$ cat src/rtl/mks_pkg.sv
package mks_pkg;

   // field widths
   localparam int unsigned CHAR_W  = 8;
   localparam int unsigned DIT_W   = 16;
   localparam int unsigned RATIO_W = 8;
   localparam int unsigned DUR_W   = 21;
   localparam int unsigned PROD_W  = DIT_W + RATIO_W;
   localparam int unsigned CSR_W   = 16;

   // configuration register indexes and reset values
   localparam logic CSR_DIT_LENGTH = 1'b0;
   localparam logic CSR_DAH_RATIO  = 1'b1;
   localparam logic [DIT_W-1:0]   DIT_RESET   = 16'd6000;
   localparam logic [RATIO_W-1:0] RATIO_RESET = 8'd30;

   // serial multiply / divide step counts
   localparam int unsigned MUL_STEPS = RATIO_W;
   localparam int unsigned DIV_STEPS = PROD_W;
   localparam int unsigned STEP_W    = $clog2(DIV_STEPS);
   localparam logic [4:0]  DIV_BASE  = 5'd10;

   // longest Morse code in the table
   localparam int unsigned MAX_ELEM = 6;

   typedef enum logic [1:0] {
      DAH_IDLE,
      DAH_MUL,
      DAH_DIV
   } dah_state_type;

   typedef enum logic [1:0] {
      EMT_IDLE,
      EMT_WAIT,
      EMT_SEND
   } emit_state_type;

   typedef struct packed {
      logic               start;
      logic [DIT_W-1:0]   dit;
      logic [RATIO_W-1:0] ratio;
   } dah_cmd_type;

   typedef struct packed {
      logic             done;
      logic [DUR_W-1:0] dah;
   } dah_res_type;

   // one character: space flag, element count, dah mask (bit i = element i)
   typedef struct packed {
      logic                space;
      logic [2:0]          len;
      logic [MAX_ELEM-1:0] dahs;
   } code_type;

   function automatic code_type mks_lookup(input logic [CHAR_W-1:0] raw);
      logic [CHAR_W-1:0] c;
      code_type          r;
      c = raw;
      // fold lower case; NUL keys as a space
      if (c >= 8'h61 && c <= 8'h7a)
         c = c - 8'd32;
      if (c == 8'h00)
         c = 8'h20;
      r.space = 1'b0;
      unique case (c)
         8'h30: begin r.len = 3'd5; r.dahs = 6'b011111; end
         8'h31: begin r.len = 3'd5; r.dahs = 6'b011110; end
         8'h32: begin r.len = 3'd5; r.dahs = 6'b011100; end
         8'h33: begin r.len = 3'd5; r.dahs = 6'b011000; end
         8'h34: begin r.len = 3'd5; r.dahs = 6'b010000; end
         8'h35: begin r.len = 3'd5; r.dahs = 6'b000000; end
         8'h36: begin r.len = 3'd5; r.dahs = 6'b000001; end
         8'h37: begin r.len = 3'd5; r.dahs = 6'b000011; end
         8'h38: begin r.len = 3'd5; r.dahs = 6'b000111; end
         8'h39: begin r.len = 3'd5; r.dahs = 6'b001111; end
         8'h41: begin r.len = 3'd2; r.dahs = 6'b000010; end
         8'h42: begin r.len = 3'd4; r.dahs = 6'b000001; end
         8'h43: begin r.len = 3'd4; r.dahs = 6'b000101; end
         8'h44: begin r.len = 3'd3; r.dahs = 6'b000001; end
         8'h45: begin r.len = 3'd1; r.dahs = 6'b000000; end
         8'h46: begin r.len = 3'd4; r.dahs = 6'b000100; end
         8'h47: begin r.len = 3'd3; r.dahs = 6'b000011; end
         8'h48: begin r.len = 3'd4; r.dahs = 6'b000000; end
         8'h49: begin r.len = 3'd2; r.dahs = 6'b000000; end
         8'h4a: begin r.len = 3'd4; r.dahs = 6'b001110; end
         8'h4b: begin r.len = 3'd3; r.dahs = 6'b000101; end
         8'h4c: begin r.len = 3'd4; r.dahs = 6'b000010; end
         8'h4d: begin r.len = 3'd2; r.dahs = 6'b000011; end
         8'h4e: begin r.len = 3'd2; r.dahs = 6'b000001; end
         8'h4f: begin r.len = 3'd3; r.dahs = 6'b000111; end
         8'h50: begin r.len = 3'd4; r.dahs = 6'b000110; end
         8'h51: begin r.len = 3'd4; r.dahs = 6'b001011; end
         8'h52: begin r.len = 3'd3; r.dahs = 6'b000010; end
         8'h53: begin r.len = 3'd3; r.dahs = 6'b000000; end
         8'h54: begin r.len = 3'd1; r.dahs = 6'b000001; end
         8'h55: begin r.len = 3'd3; r.dahs = 6'b000100; end
         8'h56: begin r.len = 3'd4; r.dahs = 6'b001000; end
         8'h57: begin r.len = 3'd3; r.dahs = 6'b000110; end
         8'h58: begin r.len = 3'd4; r.dahs = 6'b001001; end
         8'h59: begin r.len = 3'd4; r.dahs = 6'b001101; end
         8'h5a: begin r.len = 3'd4; r.dahs = 6'b000011; end
         8'h2f: begin r.len = 3'd5; r.dahs = 6'b001001; end
         8'h2e: begin r.len = 3'd6; r.dahs = 6'b101010; end
         8'h2d: begin r.len = 3'd6; r.dahs = 6'b100001; end
         8'h2c: begin r.len = 3'd6; r.dahs = 6'b110011; end
         8'h3a: begin r.len = 3'd6; r.dahs = 6'b000111; end
         8'h27: begin r.len = 3'd6; r.dahs = 6'b011110; end
         8'h28: begin r.len = 3'd6; r.dahs = 6'b101101; end
         8'h29: begin r.len = 3'd6; r.dahs = 6'b101101; end
         8'h3d: begin r.len = 3'd5; r.dahs = 6'b010001; end
         8'h2b: begin r.len = 3'd5; r.dahs = 6'b001010; end
         8'h22: begin r.len = 3'd6; r.dahs = 6'b010010; end
         8'h20: begin r.len = 3'd1; r.dahs = 6'b000000; r.space = 1'b1; end
         // question mark, and anything not in the table
         default: begin r.len = 3'd6; r.dahs = 6'b001100; end
      endcase
      return r;
   endfunction

endpackage

$ cat src/rtl/mks_req_if.sv
interface mks_req_if;
   import mks_pkg::*;

   logic              valid;
   logic              ready;
   logic [CHAR_W-1:0] char_code;

   modport source (output valid, output char_code, input ready);
   modport sink   (input valid, input char_code, output ready);
endinterface

$ cat src/rtl/mks_rsp_if.sv
interface mks_rsp_if;
   import mks_pkg::*;

   logic             valid;
   logic             ready;
   logic             tone_on;
   logic [DUR_W-1:0] duration;
   logic             last_segment;

   modport source (output valid, output tone_on, output duration, output last_segment,
                   input ready);
   modport sink   (input valid, input tone_on, input duration, input last_segment,
                   output ready);
endinterface

$ cat src/rtl/mks_dah_unit.sv
// dah = floor(dit * ratio / 10): shift-add multiply one ratio bit per cycle,
// then restoring divide by ten one quotient bit per cycle
module mks_dah_unit (
   input  logic                 clock,
   input  logic                 reset,
   input  mks_pkg::dah_cmd_type cmd,
   output mks_pkg::dah_res_type res
);
   import mks_pkg::*;

   dah_state_type      state_ff, state_in;
   logic [PROD_W-1:0]  acc_ff, acc_in;
   logic [PROD_W-1:0]  mcand_ff, mcand_in;
   logic [RATIO_W-1:0] mplier_ff, mplier_in;
   logic [3:0]         rem_ff, rem_in;
   logic [STEP_W-1:0]  step_ff, step_in;
   logic               done_ff, done_in;
   logic [4:0]         rem_try;
   logic               qbit;

   // one divide step
   assign rem_try = {rem_ff, acc_ff[PROD_W-1]};
   assign qbit    = (rem_try >= DIV_BASE);

   always_ff @(posedge clock) begin
      if (reset) begin
         state_ff <= DAH_IDLE;
         done_ff  <= 1'b0;
      end else begin
         state_ff <= state_in;
         done_ff  <= done_in;
      end
      acc_ff    <= acc_in;
      mcand_ff  <= mcand_in;
      mplier_ff <= mplier_in;
      rem_ff    <= rem_in;
      step_ff   <= step_in;
   end

   always_comb begin
      state_in  = state_ff;
      acc_in    = acc_ff;
      mcand_in  = mcand_ff;
      mplier_in = mplier_ff;
      rem_in    = rem_ff;
      step_in   = step_ff;
      done_in   = 1'b0;
      unique case (state_ff)
         DAH_IDLE: begin
            if (cmd.start) begin
               acc_in    = '0;
               mcand_in  = {{(PROD_W-DIT_W){1'b0}}, cmd.dit};
               mplier_in = cmd.ratio;
               step_in   = '0;
               state_in  = DAH_MUL;
            end
         end
         DAH_MUL: begin
            if (mplier_ff[0])
               acc_in = acc_ff + mcand_ff;
            mcand_in  = {mcand_ff[PROD_W-2:0], 1'b0};
            mplier_in = {1'b0, mplier_ff[RATIO_W-1:1]};
            step_in   = step_ff + 1'b1;
            if (step_ff == STEP_W'(MUL_STEPS - 1)) begin
               step_in  = '0;
               rem_in   = '0;
               state_in = DAH_DIV;
            end
         end
         DAH_DIV: begin
            // dividend shifts out the top, quotient shifts in the bottom
            rem_in  = qbit ? 4'(rem_try - DIV_BASE) : rem_try[3:0];
            acc_in  = {acc_ff[PROD_W-2:0], qbit};
            step_in = step_ff + 1'b1;
            if (step_ff == STEP_W'(DIV_STEPS - 1)) begin
               done_in  = 1'b1;
               state_in = DAH_IDLE;
            end
         end
         default: state_in = DAH_IDLE;
      endcase
   end

   assign res.done = done_ff;
   assign res.dah  = acc_ff[DUR_W-1:0];

endmodule

$ cat src/rtl/mks_emitter.sv
// Holds the looked-up code and sends two segments per element
module mks_emitter (
   input  logic                      clock,
   input  logic                      reset,
   input  logic                      take,
   input  logic [mks_pkg::CHAR_W-1:0] char_code,
   input  logic [mks_pkg::DIT_W-1:0]  dit,
   input  mks_pkg::dah_res_type      dah_res,
   output logic                      busy,
   mks_rsp_if.source                 rsp
);
   import mks_pkg::*;

   emit_state_type   state_ff, state_in;
   code_type         code_ff, code_in;
   logic [3:0]       seg_ff, seg_in;
   logic [DUR_W-1:0] dah_ff, dah_in;
   logic [DUR_W-1:0] space_ff, space_in;
   logic             out_valid_ff, out_valid_in;
   logic             out_tone_ff, out_tone_in;
   logic [DUR_W-1:0] out_dur_ff, out_dur_in;
   logic             out_last_ff, out_last_in;
   logic [2:0]       elem;
   logic             final_elem;
   logic             slot_free;
   logic [DUR_W-1:0] dit_ext;

   assign dit_ext    = {{(DUR_W-DIT_W){1'b0}}, dit};
   assign elem       = seg_ff[3:1];
   assign final_elem = (elem == code_ff.len - 3'd1);
   assign slot_free  = !out_valid_ff || rsp.ready;

   always_ff @(posedge clock) begin
      if (reset) begin
         state_ff     <= EMT_IDLE;
         out_valid_ff <= 1'b0;
      end else begin
         state_ff     <= state_in;
         out_valid_ff <= out_valid_in;
      end
      code_ff     <= code_in;
      seg_ff      <= seg_in;
      dah_ff      <= dah_in;
      space_ff    <= space_in;
      out_tone_ff <= out_tone_in;
      out_dur_ff  <= out_dur_in;
      out_last_ff <= out_last_in;
   end

   always_comb begin
      state_in     = state_ff;
      code_in      = code_ff;
      seg_in       = seg_ff;
      dah_in       = dah_ff;
      space_in     = space_ff;
      out_valid_in = out_valid_ff && !rsp.ready;
      out_tone_in  = out_tone_ff;
      out_dur_in   = out_dur_ff;
      out_last_in  = out_last_ff;
      unique case (state_ff)
         EMT_IDLE: begin
            if (take) begin
               code_in  = mks_lookup(char_code);
               seg_in   = '0;
               state_in = EMT_WAIT;
            end
         end
         EMT_WAIT: begin
            if (dah_res.done) begin
               dah_in   = dah_res.dah;
               space_in = dah_res.dah + dit_ext;
               state_in = EMT_SEND;
            end
         end
         EMT_SEND: begin
            if (slot_free) begin
               out_valid_in = 1'b1;
               if (!seg_ff[0]) begin
                  // keyed element, or the long silence of a word space
                  out_last_in = 1'b0;
                  if (code_ff.space) begin
                     out_tone_in = 1'b0;
                     out_dur_in  = space_ff;
                  end else begin
                     out_tone_in = 1'b1;
                     out_dur_in  = code_ff.dahs[elem] ? dah_ff : dit_ext;
                  end
               end else begin
                  // gap after the element
                  out_tone_in = 1'b0;
                  out_dur_in  = final_elem ? dah_ff : dit_ext;
                  out_last_in = final_elem;
                  if (final_elem)
                     state_in = EMT_IDLE;
               end
               seg_in = seg_ff + 4'd1;
            end
         end
         default: state_in = EMT_IDLE;
      endcase
   end

   assign busy             = (state_ff != EMT_IDLE);
   assign rsp.valid        = out_valid_ff;
   assign rsp.tone_on      = out_tone_ff;
   assign rsp.duration     = out_dur_ff;
   assign rsp.last_segment = out_last_ff;

endmodule

$ cat src/rtl/morse_keying_segmenter.sv
// Channel   Dir  Word                                  Handshake
// req       in   char_code[7:0]                        valid/ready
// rsp       out  tone_on, duration[20:0], last_segment valid/ready
// csr       in   csr_index, csr_write_data[15:0]       csr_write_enable
//
// A character first forms the dah length in the serial multiply/divide unit
// (multiply, then divide), then the emitter loads it and sends its segments
// (2 to 12 segments) back to back while rsp does not stall; the next word
// is taken on the cycle after the last segment is loaded.
// Reset restores dit_length 6000 and ratio 30 and empties the output word.
// A stalled rsp holds the emitter; req is taken only with the emitter idle,
// which may be while the final segment still waits in the output register.
module morse_keying_segmenter (
   input  logic                       clock,
   input  logic                       reset,
   input  logic                       csr_write_enable,
   input  logic                       csr_index,
   input  logic [mks_pkg::CSR_W-1:0]  csr_write_data,
   mks_req_if.sink                    req,
   mks_rsp_if.source                  rsp
);
   import mks_pkg::*;

   logic [DIT_W-1:0]   dit_length_ff, dit_length_in;
   logic [RATIO_W-1:0] dah_ratio_ff, dah_ratio_in;
   logic               busy;
   logic               take;
   dah_cmd_type        dah_cmd;
   dah_res_type        dah_res;

   // configuration registers
   always_comb begin
      dit_length_in = dit_length_ff;
      dah_ratio_in  = dah_ratio_ff;
      if (csr_write_enable) begin
         unique case (csr_index)
            CSR_DIT_LENGTH: dit_length_in = csr_write_data[DIT_W-1:0];
            CSR_DAH_RATIO:  dah_ratio_in  = csr_write_data[RATIO_W-1:0];
            default: ;
         endcase
      end
   end

   always_ff @(posedge clock) begin
      if (reset) begin
         dit_length_ff <= DIT_RESET;
         dah_ratio_ff  <= RATIO_RESET;
      end else begin
         dit_length_ff <= dit_length_in;
         dah_ratio_ff  <= dah_ratio_in;
      end
   end

   assign req.ready     = !busy;
   assign take          = req.valid && !busy;
   assign dah_cmd.start = take;
   assign dah_cmd.dit   = dit_length_ff;
   assign dah_cmd.ratio = dah_ratio_ff;

   mks_dah_unit u_dah (
      .clock (clock),
      .reset (reset),
      .cmd   (dah_cmd),
      .res   (dah_res)
   );

   mks_emitter u_emit (
      .clock     (clock),
      .reset     (reset),
      .take      (take),
      .char_code (req.char_code),
      .dit       (dit_length_ff),
      .dah_res   (dah_res),
      .busy      (busy),
      .rsp       (rsp)
   );

endmodule

$ cat src/flat_wrapper.sv
// flat-port wrapper written by rule: the top's interface ports become plain ports
module morse_keying_segmenter_flat import mks_pkg::*;
  (clock, reset, csr_write_enable, csr_index, csr_write_data, req_valid, req_char_code, req_ready, rsp_valid, rsp_tone_on, rsp_duration, rsp_last_segment, rsp_ready);
  mks_req_if req_i ();
  mks_rsp_if rsp_i ();
  input  logic clock;
  input  logic reset;
  input  logic csr_write_enable;
  input  logic csr_index;
  input  logic [mks_pkg::CSR_W-1:0] csr_write_data;
  input wire logic [$bits(req_i.valid)-1:0] req_valid;
  input wire logic [$bits(req_i.char_code)-1:0] req_char_code;
  output wire logic [$bits(req_i.ready)-1:0] req_ready;
  output wire logic [$bits(rsp_i.valid)-1:0] rsp_valid;
  output wire logic [$bits(rsp_i.tone_on)-1:0] rsp_tone_on;
  output wire logic [$bits(rsp_i.duration)-1:0] rsp_duration;
  output wire logic [$bits(rsp_i.last_segment)-1:0] rsp_last_segment;
  input wire logic [$bits(rsp_i.ready)-1:0] rsp_ready;
  assign req_i.valid = req_valid;
  assign req_i.char_code = req_char_code;
  assign req_ready = req_i.ready;
  assign rsp_valid = rsp_i.valid;
  assign rsp_tone_on = rsp_i.tone_on;
  assign rsp_duration = rsp_i.duration;
  assign rsp_last_segment = rsp_i.last_segment;
  assign rsp_i.ready = rsp_ready;
  morse_keying_segmenter u_core (.clock(clock), .reset(reset), .csr_write_enable(csr_write_enable), .csr_index(csr_index), .csr_write_data(csr_write_data), .req(req_i), .rsp(rsp_i));
endmodule
$ cat config.mk
export PLATFORM = sky130hd
export DESIGN_NAME = morse_keying_segmenter_flat
export DESIGN_NICKNAME = d
export VERILOG_FILES = /design/src/rtl/mks_pkg.sv /design/src/rtl/mks_req_if.sv /design/src/rtl/mks_rsp_if.sv /design/src/rtl/mks_dah_unit.sv /design/src/rtl/mks_emitter.sv /design/src/rtl/morse_keying_segmenter.sv /design/src/flat_wrapper.sv
export SDC_FILE = /design/constraint.sdc
export NUM_CORES = 1
export LEC_CHECK = 0
export ABC_AREA = 1
export BUFFER_PORTS_ARGS = -buffer_cell sky130_fd_sc_hd__buf_4
export CAP_MARGIN = 5
export CORE_AREA = 4 4 162 164
export CTS_CLUSTER_DIAMETER = 200
export DETAILED_ROUTE_END_ITERATION = 16
export DIE_AREA = 0 0 166 168
export PLACE_DENSITY = 0.68
export SLEW_MARGIN = 20
export SYNTH_ARGS = -nofsm -noshare
export SYNTH_HDL_FRONTEND = slang
export SYNTH_HIERARCHICAL = 1
export SYNTH_SLANG_ARGS = --single-unit
$ cat constraint.sdc
create_clock -name clock -period 4.3 [get_ports clock]
set_input_delay 0.86 -clock clock [delete_from_list [all_inputs] [get_ports clock]]
set_output_delay 0.86 -clock clock [all_outputs]
set_load 0.05 [all_outputs]
---- After elaboration in Yosys (flattened, before gate mapping) ----
Cells that the tools add are included.
word-level totals
  word-level logic and storage cells ...... 170
  register bits ........................... 174
  output and inout port bits .............. 25
cells by class
  reductions and logical operators ........ 30
  muxes and demuxes ....................... 43
  equal/unequal tests ..................... 64
  add/sub/neg operators ................... 7
  order comparisons ....................... 4
  bitwise logic cells ..................... 2
operator list
  cell                  number
  $pmux W9 S46          1
  $eq A8 B7 Y1 const B  26
  $eq A8 B6 Y1 const B  22
  $mux W21              4
  $mux W24              3
  $pmux W24 S3          1
  $mux W8               7
  $pmux W24 S2          1
  $add A24 B24 Y24      1
  $add A21 B16 Y21      1
  $mux W4               4
  $pmux W4 S2           2
  $pmux W8 S2           1
  $reduce_and A2 Y1     8
  $pmux W5 S3           1
  $mux W2               7
  $ne A2 B2 Y1 const B  6
  $pmux W2 S3           2
  $mux W5               2
  $reduce_and A3 Y1     3
  $ge A8 B7 Y1 const B  1
  $le A8 B7 Y1 const B  1
  $logic_not A8 Y1      1
  $reduce_bool A2 Y1    4
  other kinds (23)      40

---- Depth between registers and ports, before layout ----
  depth after elaboration ................. 12
  mapped depth ............................ 18
  depth with buffers taken out ............ 17

---- Cells and area by module ----
Netlist, hierarchy kept.
modules (own cells, without submodules)
  module                  cells each  area an instance (µm²)  times used
  mks_emitter             555         5143.7                  1
  mks_dah_unit            664         4973.5                  1
  morse_keying_segmenter  129         933.4                   1

---- Least setup slack after synthesis ----
No wires, ideal clock.
  path type ............................... input-to-reg
  from .................................... in req_valid
  to ...................................... reg u_core.u_dah.mcand_ff[0], enable pin
  stages on the path ...................... 4
  buffers on the path ..................... 0
  slack ................................... 1179 ps
  library setup time ...................... 432 ps
  arrival time ............................ 2689 ps
  required time ........................... 3868 ps
  cell sequence ........................... inv_1 -> nor2_1 -> nor2_1 -> a21oi_1
on the way
  longest elaborated chain between the ends .. 3
ends and longest elaborated chain
  what                                RTL line                      RTL
  start: declaration                  flat_wrapper.sv:11            input wire logic [$bits(req_i.valid)-1:0] req_valid;
  $logic_and A1 B1 Y1                 morse_keying_segmenter.sv:55  assign take = req.valid && !busy;
  via u_core.take                     morse_keying_segmenter.sv:27  logic take;
  $ne A2 B1 Y1 (no source line)       -
  $reduce_and A2 Y1 (no source line)  -
  end signal: assignment              mks_dah_unit.sv:34            mcand_ff <= mcand_in;
  end: declaration                    mks_dah_unit.sv:13            logic [PROD_W-1:0] mcand_ff, mcand_in;
The timed path passes the listed nets, and every way through them passes these cells.
A chain may end at the register's enable or synchronous reset.

---- Worst setup path in the final report ----
  from .................................... reg u_core.dit_length_ff[0]
  to ...................................... reg u_core.u_emit.space_ff[20] (data pin)
on the way
  longest elaborated chain between the ends .. 1
ends and longest elaborated chain
  what                      RTL line                      RTL
  start: declaration        morse_keying_segmenter.sv:24  logic [DIT_W-1:0] dit_length_ff, dit_length_in;
  start signal: assignment  morse_keying_segmenter.sv:49  dit_length_ff <= dit_length_in;
  $add A21 B16 Y21          mks_emitter.sv:71             space_in = dah_res.dah + dit_ext;
  end signal: assignment    mks_emitter.sv:44             space_ff <= space_in;
  end: declaration          mks_emitter.sv:18             logic [DUR_W-1:0] space_ff, space_in;
Every way passes these cells.

==> out/results.tsv <==
stage	metric	value	unit
worst_setup_path	Worst setup EP type	flop	
power_and_ir_drop	pwr/cell area	639	nW/µm²
timing	RSZ-0062 raised after global routing	false	
clocking	Setup Fix Bufs, Post-CTS	0	
floorplanning	chip height	168	µm
global_routing	gr ovfl total	0	
clocking	cts bufs inserted	17	
logic_synthesis	Synth top area share	0.391	
flow_run	Max-cap violations	0	
logic_synthesis	largest family of logic cells by synthesized area	simple AND/OR/NAND/NOR gates	
clocking	TritonCTS clock tree	yes	
route	1st-pass router iterations	8	
floorplanning	chip width	166	µm
worst_setup_path	CP required	4.47	ns
route	met1 wire length	12.8	mm
global_routing	pin count of the biggest net entering global routing	50	
global_routing	vias in the first global route	8508	
floorplanning	effective utilization at floorplan	0.444	
worst_setup_path	Startpoint Class	flop	
final_layout	# nets final	1456	
timing	Worst-Margin Slew	0.901	ns
logic_synthesis	Post-Synth Adder-Cell Area	0.0580	
logic_synthesis	Post-Synth Simple-Gate Area	0.279	
route	highest metal layer with signal wires	met4	
logic_synthesis	EDFF count, synth	144	
logic_synthesis	Area contributors post-synth	edfxtp_1 (39%), nand2_1 (11%), dfxtp_1 (5.4%), ha_1 (5.4%), inv_1 (5.4%)	
logic_synthesis	mux cell area share after synthesis	0.0136	
route	via count	9053	
clocking	clk_lat worst skew	0.44	ns
clocking	clock sinks	174	
worst_setup_path	Worst EP arrival	3.09	ns
logic_synthesis	top_reg_cell synth	edfxtp_1	
final_layout	diode count	0	
timing	Final Hold Vio Count	0	
power_and_ir_drop	Power Total	7.84	mW
floorplanning	Core ar.	24900	µm²
timing	Final Max Slew Viols	0	
logic_synthesis	Synthesized Nets	1428	
timing	Slew HR	0.399	
logic_synthesis	Post-Syn Area per Cell	8.20	µm²
route	DRC	0	
global_routing	wire length of the first global-routing pass	43.5	mm
timing	final setup TNS	0	ns
placement	RD Place Congestion	0.910	
logic_synthesis	#FFs+latches synth	174	
logic_synthesis	Post-Synth XOR/XNOR Area	0.0206	
placement	placed insts	1686	
logic_synthesis	Synth Instances	1348	
floorplanning	num rows	58	
final_layout	layout cells sized above 1	0.130	
final_layout	final cell count without fillers	1719	
placement	IO Port Bufs	54	
logic_synthesis	post-synthesis compound-gate area fraction	0.0935	
floorplanning	die area	27900	µm²
power_and_ir_drop	leakage	5.42	nW
worst_setup_path	CP Class	reg2reg	
route	Post-DRT Antenna Nets	0	
logic_synthesis	YS warnings	6	
power_and_ir_drop	Worst IR Drop VDD	275	µV
clocking	H-tree Lvls	4	
logic_synthesis	Async SR Flop Fraction	0	
clocking	Reg clk slew, reported paths	0.07	ns
route	Iter 0 DRT Violations	798	
final_layout	area grow syn2layout	11.1	%
logic_synthesis	Distinct cells, synth	54	
worst_setup_path	critical path peak fanout	5	
global_routing	initial antenna violation count	0	
clocking	# hold bufs at CTS	0	
route	DR vias/cell	5.27	
route	DR WL met2	12.0	mm
route	WL met3	1.40	mm
timing	Setup Skew	0.0188	ns
route	Routed WL	26.6	mm
logic_synthesis	Seq/Total Area, Yosys	0.446	
hold_path	Worst Hold Class	reg2reg	
clocking	Max Root-Sink Buffers	2	
clocking	Root Driver	clkbuf_16	
route	post-DR wirelength/cell	15.5	µm
placement	HPWL Detailed	20.1	mm
floorplanning	# IOs	55	
timing	fmax	0.342	GHz
timing	fin crit share	0.679	
global_routing	total track usage	0.191	
timing	Final setup viols	0	
status	status	completed	
timing	fin crit period	2.92	ns
clocking	post-CTS sizing	0	
logic_synthesis	area leader, netlist	edfxtp_1	
logic_synthesis	Post-Syn Area	11100	µm²
-- where the power goes --
part | leakage [nW] | total (mW) | internal [mW] | switching, mW
combinational | 3.52 | 3.51 | 1.18 | 2.33
sequential | 1.62 | 2.78 | 2.41 | 0.368
clock | 0.284 | 1.56 | 0.829 | 0.731
-- registers in the layout, summed over array words and instances (netlist names), 10 cells and up --
signal / count
u_core/dit_length_ff: 16
u_core/u_dah/acc_ff: 24
u_core/u_dah/mcand_ff: 24
u_core/u_emit/code_ff: 10
u_core/u_emit/dah_ff: 21
u_core/u_emit/rsp.duration: 21
u_core/u_emit/space_ff: 21
-- final cells by class --
| type | count | area [µm²] |
|---|---|---|
| fillers | 2374 | 12600 |
| multi-input cells | 944 | 5170 |
| flip-flops and latches | 174 | 4920 |
| inverters | 177 | 678 |
| repair buffers | 62 | 485 |
| clock buffers | 17 | 425 |
| well taps | 330 | 413 |
| clock inverters | 15 | 181 |
-- metrics by stage --
| step | instance area, µm² | hold slack, ns | setup WS [ns] | util |
|---|---|---|---|---|
| 3_3_place_gp | 11600 | 0.456 | 1.44 | 0.467 |
| 4_1_cts | 12200 | 0.490 | 1.37 | 0.492 |
| 5_1_grt | 12300 | 0.525 | 1.10 | 0.493 |
| 3_5_place_dp | 11600 | 0.469 | 1.38 | 0.468 |
| 2_1_floorplan | 11100 | 0.442 | 1.18 | - |
| 6_report | 12300 | 0.487 | 1.38 | 0.493 |
-- cells in the mapped netlist, types with 17 or more instances --
library cell and number:
edfxtp_1 144, o221ai_1 19, nand2_1 338, buf_4 23, nand3_1 108, nand4_1 19
o21ai_0 60, dfxtp_1 30, ha_1 48, a21oi_1 67, inv_1 159, nand2_2 17
clkbuf_1 17, nor2_1 136
-- cells by family (layout without fill, tap and decap cells) --
group	count (synthesis)	after routing
buf+inv	230	271
mux	15	15
compound gates	176	176
fa+ha+maj	50	50
simple gates	677	677
xor+xnor	26	26
flops	174	174
-- critical path, cell delays in order (launching register included) --
cell and delay, ns:
dfxtp_1 0.42, ha_1 0.25, inv_1 0.09, fa_1 0.40, o21ai_0 0.29, nand2_1 0.09
nand2_1 0.06, a21oi_1 0.08, o21ai_0 0.42, nand3_1 0.12, nand2_1 0.17, nand4_1 0.12
xnor2_1 0.15
-- cell usage in the layout, fill, tap and decap left out, types with 14 or more instances in the layout --
cell and count:
a21oi_1 66, buf_4 61, clkbuf_16 17, dfxtp_1 30, edfxtp_1 144, ha_1 47, inv_1 159, inv_2 16
mux2i_1 15, nand2_1 338, nand2_2 17, nand3_1 108, nand4_1 19, nor2_1 135, o21ai_0 59, o221ai_1 19
xnor2_1 14
-- layer usage --
metal  global-route usage  vias to the layer above
met5                    0                        -
met4               0.0463                        0
met3               0.0366                       37
met2                0.298                      260
met1                0.278                     4212
li1                     -                     4544
-- path summary, 6_finish.rpt --
check | startpoint | end | slack, ns | depth (start not counted)
setup / recovery | u_core/dit_length_ff[0]$_SDFFE_PP0P_ | u_core/u_emit/space_ff[20]$_DFFE_PP_ | 1.38 | 12
hold / removal | u_core/dah_ratio_ff[2]$_SDFFE_PP1P_ | u_core/dah_ratio_ff[2]$_SDFFE_PP1P_ | 0.49 | 2
setup reg to reg | u_core/dit_length_ff[0]$_SDFFE_PP0P_ | u_core/u_emit/space_ff[20]$_DFFE_PP_ | 1.38 | 12
hold reg to reg | u_core/dah_ratio_ff[2]$_SDFFE_PP1P_ | u_core/dah_ratio_ff[2]$_SDFFE_PP1P_ | 0.49 | 2
Power figures use the tool's default switching activity.
